<file path="config.mk">
export PLATFORM = sky130hd
export DESIGN_NAME = sensor_frame_crc_convert_core
export DESIGN_NICKNAME = d
export VERILOG_FILES = /design/src/hw/rtl/sfc_pkg.sv /design/src/hw/rtl/sensor_frame_crc_convert_core.sv /design/src/hw/rtl/sfc_frame.sv /design/src/hw/rtl/sfc_conv.sv
export SDC_FILE = /design/constraint.sdc
export NUM_CORES = 1
export LEC_CHECK = 0
export ABC_AREA = 1
export BUFFER_PORTS_ARGS = -buffer_cell sky130_fd_sc_hd__buf_2
export CAP_MARGIN = 20
export CORE_ASPECT_RATIO = 2
export CORE_MARGIN = 8
export CORE_UTILIZATION = 50
export CTS_BUF_LIST = sky130_fd_sc_hd__clkbuf_16
export DETAILED_ROUTE_END_ITERATION = 7
export PLACE_DENSITY = 0.67
export SLEW_MARGIN = 10
export SYNTH_ARGS = -nofsm -noshare
export SYNTH_HDL_FRONTEND = slang
export SYNTH_HIERARCHICAL = 1
export SYNTH_SLANG_ARGS = --single-unit
</file>
<file path="constraint.sdc">
create_clock -name i_clk -period 14.3 [get_ports i_clk]
set_clock_uncertainty 0.2 [all_clocks]
set_input_delay 1.43 -clock i_clk [delete_from_list [all_inputs] [get_ports i_clk]]
set_output_delay 1.43 -clock i_clk [all_outputs]
set_load 0.01 [all_outputs]
</file>
<file path="src/hw/rtl/sfc_pkg.sv">
// ----------------------------------------------------------------------------
// sfc_pkg
// Shared types, constants and the CRC-8 byte step for the sensor frame
// CRC check and conversion core.
// ----------------------------------------------------------------------------
package sfc_pkg;

    localparam int unsigned BYTE_W      = 8;
    localparam int unsigned WORD_W      = 16;
    localparam int unsigned POS_W       = 3;
    localparam int unsigned TEMP_W      = 15;
    localparam int unsigned HUM_W       = 14;
    localparam int unsigned TMUL_W      = 31;   // 17500 * 65535 < 2^31
    localparam int unsigned HMUL_W      = 30;   // 10000 * 65535 < 2^30
    localparam int unsigned OUT_TDATA_W = 64;   // 62 payload bits, byte padded

    localparam logic [BYTE_W-1:0] CRC_POLY = 8'h31;
    localparam logic [BYTE_W-1:0] CRC_INIT = 8'hFF;

    // byte position codes within a frame
    localparam logic [POS_W-1:0] POS_TEMP_MSB = 3'd0;
    localparam logic [POS_W-1:0] POS_TEMP_LSB = 3'd1;
    localparam logic [POS_W-1:0] POS_TEMP_CRC = 3'd2;
    localparam logic [POS_W-1:0] POS_HUM_MSB  = 3'd3;
    localparam logic [POS_W-1:0] POS_HUM_LSB  = 3'd4;
    localparam logic [POS_W-1:0] POS_HUM_CRC  = 3'd5;

    localparam logic [TEMP_W-1:0] TEMP_SCALE  = 15'd17500;
    localparam logic [HUM_W-1:0]  HUM_SCALE   = 14'd10000;
    localparam logic [TEMP_W-1:0] TEMP_OFFSET = 15'd4500;
    localparam logic [WORD_W:0]   FULL_SCALE  = 17'd65535;

    typedef struct packed {
        logic              status;
        logic [WORD_W-1:0] temp_word;
        logic [WORD_W-1:0] humidity_word;
    } t_frame_res;

    // CRC-8, MSB first, no final xor; eight narrow dependent steps
    function automatic logic [BYTE_W-1:0] crc8_byte(input logic [BYTE_W-1:0] crc,
                                                    input logic [BYTE_W-1:0] data);
        logic [BYTE_W-1:0] v;
        v = crc ^ data;
        for (int k = 0; k < BYTE_W; k++) begin
            v = v[BYTE_W-1] ? ((v << 1) ^ CRC_POLY) : (v << 1);
        end
        return v;
    endfunction

endpackage

</file>
<file path="src/hw/rtl/sensor_frame_crc_convert_core.sv">
// ----------------------------------------------------------------------------
// sensor_frame_crc_convert_core
// Checks the two CRC-8 bytes of a six-byte temperature/humidity frame and
// converts the raw words to hundredths of a degree and of a percent.
//
//   Channel  Dir  Handshake               Payload
//   s_axis   in   s_axis_tvalid/tready    tdata = rx_byte, tuser = frame_start
//   m_axis   out  m_axis_tvalid/tready    tdata = status, words, conversions
//
// One byte is accepted per cycle, back to back, unless a stall on m_axis
// backs up to the input; every byte flows through the input register and
// frame tracker, and each frame result then through the multiply stage and
// output register (3 stage registers after the input register); the constant
// multiply and the divide-by-65535 correction have a stage each.
// Reset (i_rst_n low, synchronous) empties all stages and returns the
// tracker to the first byte position with the CRC at 0xFF.
// A stall on m_axis backs up stage by stage; bubbles are squeezed out, and
// s_axis_tready falls only once every stage holds a transaction.
// ----------------------------------------------------------------------------
module sensor_frame_crc_convert_core (
    input  logic        i_clk,
    input  logic        i_rst_n,
    input  logic        s_axis_tvalid,
    output logic        s_axis_tready,
    input  logic [7:0]  s_axis_tdata,   // [7:0] rx_byte
    input  logic        s_axis_tuser,   // [0] frame_start
    output logic        m_axis_tvalid,
    input  logic        m_axis_tready,
    output logic [63:0] m_axis_tdata    // [0] status, [16:1] temp_word,
                                        // [32:17] humidity_word,
                                        // [47:33] temp_centi_deg,
                                        // [61:48] humidity_centi_pct, [63:62] 0
);
    import sfc_pkg::*;

    // input register
    logic              r_in_valid, n_in_valid;
    logic [BYTE_W-1:0] r_in_byte, n_in_byte;
    logic              r_in_start, n_in_start;

    logic       frm_ready;
    logic       fr_valid;
    t_frame_res fr_res;
    logic       conv_ready;

    assign s_axis_tready = !r_in_valid || frm_ready;

    always_comb begin
        n_in_valid = r_in_valid;
        n_in_byte  = r_in_byte;
        n_in_start = r_in_start;
        if (s_axis_tready) begin
            n_in_valid = s_axis_tvalid;
            n_in_byte  = s_axis_tdata;
            n_in_start = s_axis_tuser;
        end
    end

    always_ff @(posedge i_clk) begin
        if (!i_rst_n) begin
            r_in_valid <= 1'b0;
        end else begin
            r_in_valid <= n_in_valid;
        end
    end

    always_ff @(posedge i_clk) begin
        r_in_byte  <= n_in_byte;
        r_in_start <= n_in_start;
    end

    sfc_frame u_frame (
        .i_clk   (i_clk),
        .i_rst_n (i_rst_n),
        .i_valid (r_in_valid),
        .o_ready (frm_ready),
        .i_byte  (r_in_byte),
        .i_start (r_in_start),
        .o_valid (fr_valid),
        .o_res   (fr_res),
        .i_ready (conv_ready)
    );

    sfc_conv u_conv (
        .i_clk   (i_clk),
        .i_rst_n (i_rst_n),
        .i_valid (fr_valid),
        .o_ready (conv_ready),
        .i_res   (fr_res),
        .o_valid (m_axis_tvalid),
        .o_tdata (m_axis_tdata),
        .i_ready (m_axis_tready)
    );

    // converted temperature stays within -45.00 .. 130.00 degrees
    a_temp_range: assert property (@(posedge i_clk) disable iff (!i_rst_n)
        m_axis_tvalid |-> ($signed(m_axis_tdata[47:33]) >= -15'sd4500 &&
                           $signed(m_axis_tdata[47:33]) <= 15'sd13000))
        else $error("temperature conversion out of range");

    // converted humidity never exceeds 100.00 percent
    a_hum_range: assert property (@(posedge i_clk) disable iff (!i_rst_n)
        m_axis_tvalid |-> (m_axis_tdata[61:48] <= 14'd10000))
        else $error("humidity conversion out of range");

    // a frame-start byte is a first byte and never closes a frame
    a_start_no_result: assert property (@(posedge i_clk) disable iff (!i_rst_n)
        (r_in_valid && r_in_start && frm_ready) |=> !fr_valid)
        else $error("result produced on a frame-start byte");

    // pad bits of the result stay zero
    a_pad_zero: assert property (@(posedge i_clk) disable iff (!i_rst_n)
        m_axis_tvalid |-> (m_axis_tdata[63:62] == 2'b00))
        else $error("result pad bits set");

endmodule

</file>
<file path="src/hw/rtl/sfc_frame.sv">
// ----------------------------------------------------------------------------
// sfc_frame
// Frame tracker: byte position, running CRC, held words; emits one raw
// result on the humidity CRC byte.
// ----------------------------------------------------------------------------
module sfc_frame (
    input  logic                i_clk,
    input  logic                i_rst_n,
    input  logic                i_valid,
    output logic                o_ready,
    input  logic [7:0]          i_byte,
    input  logic                i_start,
    output logic                o_valid,
    output sfc_pkg::t_frame_res o_res,
    input  logic                i_ready
);
    import sfc_pkg::*;

    logic [POS_W-1:0]  r_pos, n_pos;
    logic [BYTE_W-1:0] r_crc, n_crc;
    logic [WORD_W-1:0] r_temp_word, n_temp_word;
    logic [BYTE_W-1:0] r_hum_msb, n_hum_msb;
    logic [BYTE_W-1:0] r_hum_lsb, n_hum_lsb;
    logic              r_temp_bad, n_temp_bad;
    logic              r_valid, n_valid;
    t_frame_res        r_res, n_res;

    logic [POS_W-1:0]  pos;
    logic [BYTE_W-1:0] crc_step;
    logic              take;

    assign o_ready  = !r_valid || i_ready;
    assign take     = i_valid && o_ready;
    assign pos      = (i_start || r_pos > POS_HUM_CRC) ? POS_TEMP_MSB : r_pos;
    assign crc_step = crc8_byte((pos == POS_TEMP_MSB || pos == POS_HUM_MSB) ? CRC_INIT : r_crc,
                                i_byte);

    always_comb begin
        n_pos       = r_pos;
        n_crc       = r_crc;
        n_temp_word = r_temp_word;
        n_hum_msb   = r_hum_msb;
        n_hum_lsb   = r_hum_lsb;
        n_temp_bad  = r_temp_bad;
        n_res       = r_res;
        n_valid     = r_valid && !i_ready;
        if (take) begin
            n_pos   = (pos == POS_HUM_CRC) ? POS_TEMP_MSB : pos + 3'd1;
            n_valid = (pos == POS_HUM_CRC);
            unique case (pos)
                POS_TEMP_MSB: begin
                    n_crc       = crc_step;
                    n_temp_word = {i_byte, 8'h00};
                end
                POS_TEMP_LSB: begin
                    n_crc       = crc_step;
                    n_temp_word = {r_temp_word[15:8], i_byte};
                end
                POS_TEMP_CRC: begin
                    n_temp_bad = (r_crc != i_byte);
                    n_crc      = CRC_INIT;
                end
                POS_HUM_MSB: begin
                    n_crc     = crc_step;
                    n_hum_msb = i_byte;
                end
                POS_HUM_LSB: begin
                    n_crc     = crc_step;
                    n_hum_lsb = i_byte;
                end
                default: begin
                    n_res.status        = r_temp_bad || (r_crc != i_byte);
                    n_res.temp_word     = r_temp_word;
                    n_res.humidity_word = {r_hum_msb, r_hum_lsb};
                    n_crc               = CRC_INIT;
                end
            endcase
        end
    end

    always_ff @(posedge i_clk) begin
        if (!i_rst_n) begin
            r_pos      <= POS_TEMP_MSB;
            r_crc      <= CRC_INIT;
            r_temp_bad <= 1'b0;
            r_valid    <= 1'b0;
        end else begin
            r_pos      <= n_pos;
            r_crc      <= n_crc;
            r_temp_bad <= n_temp_bad;
            r_valid    <= n_valid;
        end
    end

    always_ff @(posedge i_clk) begin
        r_temp_word <= n_temp_word;
        r_hum_msb   <= n_hum_msb;
        r_hum_lsb   <= n_hum_lsb;
        r_res       <= n_res;
    end

    assign o_valid = r_valid;
    assign o_res   = r_res;

endmodule

</file>
<file path="src/hw/rtl/sfc_conv.sv">
// ----------------------------------------------------------------------------
// sfc_conv
// Fixed-point conversion: constant multiply stage, then divide by 65535
// (shift plus one correction) into the output register.
// ----------------------------------------------------------------------------
module sfc_conv (
    input  logic                i_clk,
    input  logic                i_rst_n,
    input  logic                i_valid,
    output logic                o_ready,
    input  sfc_pkg::t_frame_res i_res,
    output logic                o_valid,
    output logic [63:0]         o_tdata,
    input  logic                i_ready
);
    import sfc_pkg::*;

    // multiply stage
    logic              r_mul_valid, n_mul_valid;
    logic [TMUL_W-1:0] r_mul_t, n_mul_t;
    logic [HMUL_W-1:0] r_mul_h, n_mul_h;
    t_frame_res        r_mul_res, n_mul_res;

    // output stage
    logic                   r_out_valid, n_out_valid;
    logic [OUT_TDATA_W-1:0] r_out_tdata, n_out_tdata;

    logic                   out_ready;
    logic [TEMP_W-1:0]      q0_t, q_t, temp_c;
    logic [HUM_W-1:0]       q0_h, q_h;
    logic [WORD_W:0]        rem_t, rem_h;

    assign out_ready = !r_out_valid || i_ready;
    assign o_ready   = !r_mul_valid || out_ready;

    // x / 65535 = (x >> 16) + 1 when (x mod 65536) + (x >> 16) >= 65535
    assign q0_t   = r_mul_t[TMUL_W-1:WORD_W];
    assign rem_t  = {1'b0, r_mul_t[WORD_W-1:0]} + {2'b00, q0_t};
    assign q_t    = q0_t + TEMP_W'(rem_t >= FULL_SCALE);
    assign temp_c = q_t - TEMP_OFFSET;   // wraps to 15-bit two's complement

    assign q0_h  = r_mul_h[HMUL_W-1:WORD_W];
    assign rem_h = {1'b0, r_mul_h[WORD_W-1:0]} + {3'b000, q0_h};
    assign q_h   = q0_h + HUM_W'(rem_h >= FULL_SCALE);

    always_comb begin
        n_mul_valid = r_mul_valid;
        n_mul_t     = r_mul_t;
        n_mul_h     = r_mul_h;
        n_mul_res   = r_mul_res;
        if (o_ready) begin
            n_mul_valid = i_valid;
            n_mul_t     = TMUL_W'(TEMP_SCALE) * TMUL_W'(i_res.temp_word);
            n_mul_h     = HMUL_W'(HUM_SCALE) * HMUL_W'(i_res.humidity_word);
            n_mul_res   = i_res;
        end
    end

    always_comb begin
        n_out_valid = r_out_valid;
        n_out_tdata = r_out_tdata;
        if (out_ready) begin
            n_out_valid = r_mul_valid;
            n_out_tdata = {2'b00, q_h, temp_c, r_mul_res.humidity_word,
                           r_mul_res.temp_word, r_mul_res.status};
        end
    end

    always_ff @(posedge i_clk) begin
        if (!i_rst_n) begin
            r_mul_valid <= 1'b0;
            r_out_valid <= 1'b0;
        end else begin
            r_mul_valid <= n_mul_valid;
            r_out_valid <= n_out_valid;
        end
    end

    always_ff @(posedge i_clk) begin
        r_mul_t     <= n_mul_t;
        r_mul_h     <= n_mul_h;
        r_mul_res   <= n_mul_res;
        r_out_tdata <= n_out_tdata;
    end

    assign o_valid = r_out_valid;
    assign o_tdata = r_out_tdata;

endmodule

</file>
* Word-level counts from Yosys, hierarchy flattened *
Index checks and enable logic that the tools add are counted.

storage, ports and cells
  logic and storage cells = 88
  register bits after elaboration = 240
  output and inout port bits = 66

operators by class
  bitwise gates (word level) = 11
  $mul = 2
  add/subtract/negate cells = 6
  $lt $le $gt $ge = 3
  reductions and logical operators = 24
  eq/ne operators = 6
  muxes and demuxes = 14

operators with widths
  operator                                                                               count
  6-bit 2-to-1 mux                                                                       8
  17-bit by 16-bit greater-or-equal comparator with 1-bit output, second input constant  2
  16-bit case mux with 2 select lines                                                    1
  13-bit by 16-bit multiplier with 29-bit output, first input constant                   1
  10-bit by 16-bit multiplier with 26-bit output, first input constant                   1
  3-bit NOT                                                                              8
  16-bit by 14-bit adder with 17-bit output                                              1
  16-bit by 15-bit adder with 17-bit output                                              1
  8-bit 2-to-1 mux                                                                       2
  15-bit by 1-bit adder with 15-bit output                                               1
  15-bit by 13-bit subtractor with 15-bit output, second input constant                  1
  14-bit by 1-bit adder with 14-bit output                                               1
  2-bit AND reduction                                                                    5
  8-bit != test                                                                          1
  8-bit bitwise XOR                                                                      1
  1-bit logical OR                                                                       7
  3-bit by 2-bit equality test with 1-bit output, second input constant                  2
  3-bit equality test, second input constant                                             2
  3-bit 2-to-1 mux                                                                       2
  1-bit logical NOT                                                                      5
  5-bit OR reduction                                                                     1
  4-bit OR reduction                                                                     1
  3-bit by 1-bit adder with 3-bit output, second input constant                          1
  3-bit by 1-bit equality test with 1-bit output, second input constant                  1
  7 further kinds                                                                        9

* Logic depth before layout (Yosys ltp) *
Gate-level depths: netlist (run 1).

  depth in word-level cells = 24
  depth in mapped cells = 24

* Cells and area by module *
Netlist (run 1), hierarchy kept.

by module, submodules not included
  module                         cells each  sequential area each (µm²)  area an instance (µm²)  times used
  sfc_conv                       1348        4394.2                      12743.5                 1
  sfc_frame                      274         2212.1                      3171.8                  1
  sensor_frame_crc_convert_core  15          290.3                       316.6                   1

* Worst setup path after synthesis (run 1) *
Ideal clock, no wire load.

  kind = input to register
  start point = input port m_axis_tready
  end point = register u_frame.r_res, in the netlist u_frame/o_res[0] (enable)
  data required time = 13.677 ns
  setup time = 0.423 ns
  arrival = 5.413 ns
  slack = 8.263 ns
  buffers on the path = 1
  stages = 7
  path through = inv_1 > nand3_1 > inv_1 > nand2_1 > nand2_1 > clkbuf_1 > nor2_1

on the way
  cells in the longest elaborated chain, start to end = 5

ends and longest elaborated chain
  element                               RTL line                             text
  from (decl)                           sensor_frame_crc_convert_core.sv:28  input logic m_axis_tready,
  1-bit logical OR                      sfc_conv.sv:33                       assign out_ready = !r_out_valid || i_ready;
  1-bit logical OR                      sfc_conv.sv:34                       assign o_ready = !r_mul_valid || out_ready;
  net conv_ready                        sensor_frame_crc_convert_core.sv:44  logic conv_ready;
  1-bit logical OR                      sfc_frame.sv:32                      assign o_ready = !r_valid || i_ready;
  net frm_ready                         sensor_frame_crc_convert_core.sv:41  logic frm_ready;
  1-bit logical AND                     sfc_frame.sv:33                      assign take = i_valid && o_ready;
  2-bit AND reduction (no source line)  -
  to (signal assigned)                  sfc_frame.sv:99                      r_res <= n_res;
  to (decl)                             sfc_frame.sv:26                      t_frame_res r_res, n_res;

The timed path passes the listed nets, and every way through them passes these cells.
A chain may end at the register's enable or synchronous reset.

* Final worst setup path (run 1) *
  start point = register u_frame.r_res, in the netlist u_frame/o_res[26]
  end point = register u_conv.r_mul_t[22], data pin

on the way
  cells in the longest elaborated chain, start to end = 1

ends and longest elaborated chain
  element                                         RTL line        text
  13-bit by 16-bit multiplier with 29-bit output  sfc_conv.sv:53  n_mul_t = TMUL_W'(TEMP_SCALE) * TMUL_W'(i_res.temp_word);
  to (signal assigned)                            sfc_conv.sv:80  r_mul_t <= n_mul_t;
  to (decl)                                       sfc_conv.sv:20  logic [TMUL_W-1:0] r_mul_t, n_mul_t;

No other way between the ends.

==> results.cfg, run 1 <==
[pwr]
combPwrFrac_pct = 6.7
p_int_uw = 1150
sw_frac_of_total_pct = 22.9
ir_drop_mv = 0.103
pwr-share-seq_pct = 51.8
leakagePower_uw = 0.00884
p_clk_share_pct = 41.4
p_switching_uw = 340
p_per_area_nw_per_um2 = 82.9

[placement]
numPortBuffers = 76
place_area_um2 = 17200
dp_cells = 2138
hpwl_um = 28900
globalplace.congestion = 0.938

[setup_path]
r2r-start = u_frame/o_res[26]$_DFFE_PP_
crit_fanout = 7
critPathLaunch = u_frame/o_res[26]$_DFFE_PP_
worst_ep_required_time_ns = 14.37
path_depth = 17
r2r_cells = 17
setup.worst_path.class = reg2reg
critPathArrivalTime_ns = 4.88
start_kind = flip-flop
cp-endpoint = u_conv/r_mul_t[22]$_DFFE_PP_
cpLargestDelayFamily = adder cells
crit_chain = ha_1 > inv_1 > fa_1 > inv_1 > ha_1 > fa_1 > inv_1 > fa_1 > inv_1 > ha_1 > a21oi_1 > o21ai_0 > a21oi_1 > inv_1 > nand3b_1 > nand2_1 > xor2_1
slowest_delay_ns = 0.59
cp-end-kind = flip-flop
crit_slowest_cell = edfxtp_1
crit_top_cell = inv_1
r2r_setup_slack_ns = 9.49
crit_buf_inv = 5
r2r_end = u_conv/r_mul_t[22]$_DFFE_PP_

[clock_network]
path_clk_slew_ns = 0.08
postCtsHoldBufs = 0
cts_buffer_depth = 3
numCtsBuffers = 22
h-tree-depth = 1
cts_sinks = 235
root_buffer = clkbuf_16
cts_setup_buffers = 0
cts_tree = done
clock_latency_ns = 0.53
post_cts_resized = 0

[die]
die-height_um = 271
start_util_pct = 50.5
dieArea_um2 = 38800
die_w_um = 143
core_um2 = 32100
num_rows = 93
io_pins = 79

[global_route]
grt_pass1_vias = 11800
grt_max_degree = 69
grt_use_total_pct = 18.7
antenna_found_initial = 0
grt_first_pass_wirelength_um = 57200
grt_overflow = 0

[drt]
drt_iter0_drc = 390
drtPass1Iterations = 4
drt-total-wl_um = 35500
wl_per_cell_um = 16.3
post-route-drc-count = 0
ant_nets = 0
via_per_inst = 5.07
vias = 11100

[yosys]
synth_top_family_by_area = adder cells
yosysTopAreaCell = edfxtp_1
yosysMostFrequentCell = inv_1
async_flop_share_pct = 0
synth_cells = 1637
ys_warn_count = 6
muxShareOfSynthArea_pct = 0
synth_top_area_share_pct = 40.5
syn_area_per_cell_um2 = 9.92
synth-xor-area-share_pct = 3.83
ys_top_cells_by_area = edfxtp_1 (41%), ha_1 (15%), fa_1 (10%), inv_1 (8.0%), nand2_1 (6.9%)
synth_seq_area_share_pct = 42.5
synth_simple_gate_area_share_pct = 14.8
synth_top_cells_by_count = inv_1 (346), nand2_1 (300), edfxtp_1 (219)
ys_seq_elements = 235
synth_area_um2 = 16200
synth_edf_count = 219
synth_compound_area_share_pct = 5.28
synthAdderAreaFrac_pct = 25.2
synthFlopType = edfxtp_1
yosysUniqueCellTypes = 46

[finish]
finish.instance_area_um2 = 17900
layout.cells.non_filler = 2178
area_growth_pct = 10.3
final_nets = 2026
drive_above_1_share_pct = 9.71
multi_input_area_um2 = 8000
num-fill-cells = 2927
n_antenna_cell = 0
final-seq-area_um2 = 6900

[min_path]
hold_path_class = reg2reg

[run]
maxCapViolCount = 0

[sta]
worst_pin_slew_ns = 0.940
clock.fmax_ghz = 0.208
finalCritPeriodShare_pct = 33.7
setup_violations = 0
rsz0062_at_grt = false
maxSlewHeadroom_pct = 37.3
tns_ns = 0
finalHoldViolations = 0
finalCriticalPeriod_ns = 4.81
slew_violations = 0

[status]
status = finished clean
## area by class of cell
cell class	count	share of cell area (%)
multi-input cells	1045	44.7
flip-flops and latches	235	38.5
inverters	352	7.38
clock buffers	23	3.21
well taps	427	2.98
repair buffers	79	2.25
clock inverters	17	0.999
## logic make-up after synthesis
group,Yosys count
DFF,235
other,1
xor gates and xnor gates,71
AOI/OAI and AO/OA,147
buffers and inverters,358
adders and majority gates,278
and+or+nand+nor,547
## state kept, by name, indices dropped and copies added, names as in the netlist
signal	cells
u_frame/r_pos	3
r_in_start	1
u_conv/o_valid	1
u_frame/r_hum_lsb	8
u_frame/r_temp_word	16
r_in_valid	1
u_frame/r_hum_msb	8
u_frame/o_res	33
u_conv/r_mul_h	22
u_conv/r_mul_t	28
u_conv/r_mul_valid	1
u_frame/r_temp_bad	1
u_frame/r_crc	8
u_frame/o_valid	1
u_conv/o_tdata	62
r_in_byte	8
u_conv/r_mul_res	33
## how the worst min path moves through the flow
stage | startpoint | endpoint | slack [ns] | depth (start not counted)
final | u_conv/r_mul_res[28]$_DFFE_PP_ | u_conv/o_tdata[13]$_DFFE_PP_ | 0.21 | 0
after global routing | u_frame/r_temp_word[4]$_SDFFCE_PN0P_ | u_frame/o_res[20]$_DFFE_PP_ | 0.21 | 0
after CTS | u_frame/r_temp_word[4]$_SDFFCE_PN0P_ | u_frame/o_res[20]$_DFFE_PP_ | 0.21 | 0
after detailed placement | u_conv/r_mul_res[18]$_DFFE_PP_ | u_conv/o_tdata[3]$_DFFE_PP_ | 0.20 | 0
after global placement | u_conv/r_mul_res[31]$_DFFE_PP_ | u_conv/o_tdata[16]$_DFFE_PP_ | 0.20 | 0
after floorplan | u_conv/r_mul_res[32]$_DFFE_PP_ | u_conv/o_tdata[0]$_DFFE_PP_ | 0.20 | 0
## worst register-to-register path, delay by kind of cell (launching register included)
| family | cells | cell delay, ns |
|---|---|---|
| AO/OA/AOI/OAI | 3 | 0.67 |
| adder cells (fa/ha/maj) | 6 | 2.52 |
| XOR/XNOR | 1 | 0.14 |
| AND/OR/NAND/NOR | 2 | 0.17 |
| buffers and inverters | 5 | 0.27 |
| flip-flops | 1 | 0.59 |
## stage by stage
step | utilization, % | hold WS, ns | total power (µW) | setup slack (ns)
5_1_grt | 55.8 | 0.208 | 1540 | 9.27
3_3_place_gp | 53.4 | 0.201 | 883 | 9.50
6_report | 55.8 | 0.205 | 1490 | 9.49
2_1_floorplan | - | 0.200 | 857 | 8.26
4_1_cts | 55.8 | 0.212 | 1510 | 9.49
3_5_place_dp | 53.4 | 0.205 | 885 | 9.50
## layer usage
metal  GRT usage, %  vias to the layer above  wire length, µm
met5              0                        -                0
met4           9.52                        0             1780
met3           1.62                       86              837
met2           38.3                      186            20500
met1           17.4                     5262            12400
li1               -                     5519                -
## placed cells by master, fill, tap and decap left out, types with 3 or more instances in the layout
cell,count
nand4_1,22
a21oi_1,71
o21a_1,3
nor3_2,3
o21bai_1,6
xor2_1,47
bufinv_16,3
nand2_1,299
clkbuf_16,23
nand2_2,14
o21ai_2,10
ha_1,196
dfxtp_1,16
xnor2_1,24
o21ai_0,27
nor2_2,4
clkinv_2,5
edfxtp_1,219
buf_2,76
nand3b_1,5
o21ai_1,6
nor3_1,5
fa_1,82
a21o_1,6
inv_1,349
nand3_1,79
or2_1,5
nor2_1,93
buf_4,3
a31oi_1,5
a21oi_2,5
inv_2,6
nand3_2,6
## power by group through the flow
stage	Clock [µW]	Sequential, µW	Combinational, µW
detailed placement	0	786	99.7
floorplan	0	783	73.4
CTS	634	770	100
global route	653	771	113
finish	615	770	100
global placement	0	785	98.2
No activity file was read; power rests on OpenSTA's default activity.
==> inputs of run 2 (changes only) <==
==> constraint.sdc (replaced) <==
create_clock -name i_clk -period 4.8 [get_ports i_clk]
set_clock_uncertainty 0.2 [all_clocks]
set_input_delay 0.48 -clock i_clk [delete_from_list [all_inputs] [get_ports i_clk]]
set_output_delay 0.48 -clock i_clk [all_outputs]
set_load 0.01 [all_outputs]
==> run 2 against run 1 <==
Effect of this change: total power rose to 3.0 times the previous value; combinational power rose to 3.1 times the previous value; sequential share of layout area down 0.56 points; design area up 1.5%; clock-buffer cell count unchanged; core utilization up 0.83 points; via count up 0.71%; non-clock buffer count up 32; setup slack worse by 9.3 ns; critical path type unchanged; largest power group unchanged; highest routed layer unchanged.
==> results.cfg, run 2 (same netlist as run 1, synthesis figures left out) <==
[die]
core_um2 = 32100
num_rows = 93
die-height_um = 271
io_pins = 79
dieArea_um2 = 38800
start_util_pct = 50.5
die_w_um = 143

[drt]
drt-total-wl_um = 35000
drtPass1Iterations = 5
ant_nets = 0
wl_per_cell_um = 15.8
post-route-drc-count = 0
via_per_inst = 5.04
drt_iter0_drc = 410
vias = 11100

[min_path]
hold_path_end = u_frame/r_crc[7]$_SDFFE_PN1P_
min-delay-start = i_rst_n
holdPathStages = 2
hold_path_class = in2reg

[finish]
final_common_cell = inv_1
multi_input_area_um2 = 8020
drive_above_1_share_pct = 11.1
final-seq-area_um2 = 6900
layout_common_cells = inv_1 (347), nand2_1 (299), edfxtp_1 (219)
n_antenna_cell = 0
num-fill-cells = 2869
largest_reg_flops = 62
utilization_pct = 56.6
final_nets = 2058
area_growth_pct = 12.0

[pwr]
p_total_uw = 4390
leakagePower_uw = 0.00895
p_per_area_nw_per_um2 = 241
ir_drop_mv = 0.252

[setup_path]
r2r-start = u_frame/o_res[10]$_DFFE_PP_
r2r_setup_slack_ns = 0.23
r2r_end = u_conv/r_mul_h[28]$_DFFE_PP_
slowest_delay_ns = 0.53
setup.worst_path.class = reg2reg
crit_top_cell = inv_1
cp-end-kind = flip-flop
crit_chain = fa_1 > ha_1 > inv_1 > fa_1 > inv_1 > ha_1 > inv_1 > fa_1 > inv_1 > ha_1 > a21oi_1 > a21boi_0 > nand2_1 > nand2_1 > nand4_1 > xor2_1
start_kind = flip-flop
worst_ep_required_time_ns = 4.89
critPathArrivalTime_ns = 4.66
r2r_cells = 16
crit_slowest_cell = edfxtp_1
crit_fanout = 6

[sta]
slew_violations = 0
finalHoldViolations = 0
clock.fmax_ghz = 0.219
maxSlewHeadroom_pct = 37.7
worst_pin_slew_ns = 0.935
setup_violations = 0
finalCriticalPeriod_ns = 4.57
finalCritPeriodShare_pct = 95.2

[global_route]
grt_max_degree = 69
antenna_found_initial = 0
grt_overflow = 0
grt_pass1_vias = 11700
grt_use_total_pct = 18.5
grt_first_pass_wirelength_um = 56800

[status]
status = finished clean

[placement]
globalplace.congestion = 0.944
numPortBuffers = 76
hpwl_um = 28200

[clock_network]
clock_latency_ns = 0.53
numCtsBuffers = 22
cts_buffer_depth = 3
path_clk_slew_ns = 0.08
root_buffer = clkbuf_16
cts_sinks = 235
h-tree-depth = 1
cts_tree = done

[run]
maxCapViolCount = 0
## run 2: cell count changes in the layout (fill, tap and decap cells not counted), sizes merged
cell         previous run  this run
buf                    79       101
dlygate4sd3             0        10
clkinvlp                0         5
clkinv                  9         5
bufinv                  3         2
## run 2: where the power goes
| part | total, µW | switching, µW | internal, µW | leakage [µW] |
|---|---|---|---|---|
| Sequential | 2290 | 31.4 | 2260 | 0.00235 |
| Combinational | 305 | 192 | 113 | 0.00625 |
| Clock | 1790 | 794 | 996 | 0.000351 |
## run 2: stage by stage
stage	cell area (µm²)	std cells	hold WS, ns	worst slack [ns]	setup TNS [ns]
3_5_place_dp	17200	2147	0.205	0.0666	0
6_report	18200	2210	0.0448	0.229	0
5_1_grt	18200	2210	0.0626	-0.00133	-0.00133
2_1_floorplan	16200	1638	0.200	0.497	0
3_3_place_gp	17200	2147	0.201	0.127	0
4_1_cts	18100	2197	0.0213	0.0596	0
## run 2: what timing repair did
action,in CTS,in global routing
hold buffers,10,0
resized for setup,0,6
endpoints found under the hold margin,10,0
buffers inserted,0,13
endpoints found under the setup margin,0,18
## run 2: per-layer routing
metal  track usage [%]  up-vias  part of all wire (%)
met4              8.32        0                   4.3
met1              17.6     5278                    35
li1                  -     5582                     -
met2              37.6      199                    57
met3              2.01       72                   2.9
met5                 0        -                     0
## run 2: cell type report
cell class	instances	share of cell area [%]
tap	427	2.94
inverter	352	7.27
clock inverter	17	0.895
clock buffer	23	3.17
timing repair buffer	111	3.68
multi-input combinational	1045	44.1
sequential	235	37.9
## run 2: worst max-delay path: cells and delay by family, from the launching register on
kind	cells	cell delay, ns
xor+xnor	1	0.15
fa+ha+maj	6	2.42
flops	1	0.53
compound gates	2	0.57
simple gates	3	0.28
buf+inv	4	0.18
## run 2: worst max-delay path by stage
stage | slack [ns] | cells past startpoint | start | to
floorplan | 0.50 | 17 | u_frame/o_res[26]$_DFFE_PP_ | u_conv/r_mul_t[22]$_DFFE_PP_
global placement | 0.13 | 18 | u_frame/o_res[4]$_DFFE_PP_ | u_conv/r_mul_h[25]$_DFFE_PP_
detailed placement | 0.07 | 19 | u_frame/o_res[4]$_DFFE_PP_ | u_conv/r_mul_h[28]$_DFFE_PP_
CTS | 0.06 | 19 | u_frame/o_res[4]$_DFFE_PP_ | u_conv/r_mul_h[28]$_DFFE_PP_
global route | -0.001 | 20 | u_frame/o_res[5]$_DFFE_PP_ | u_conv/r_mul_h[22]$_DFFE_PP_
finish | 0.23 | 16 | u_frame/o_res[10]$_DFFE_PP_ | u_conv/r_mul_h[28]$_DFFE_PP_
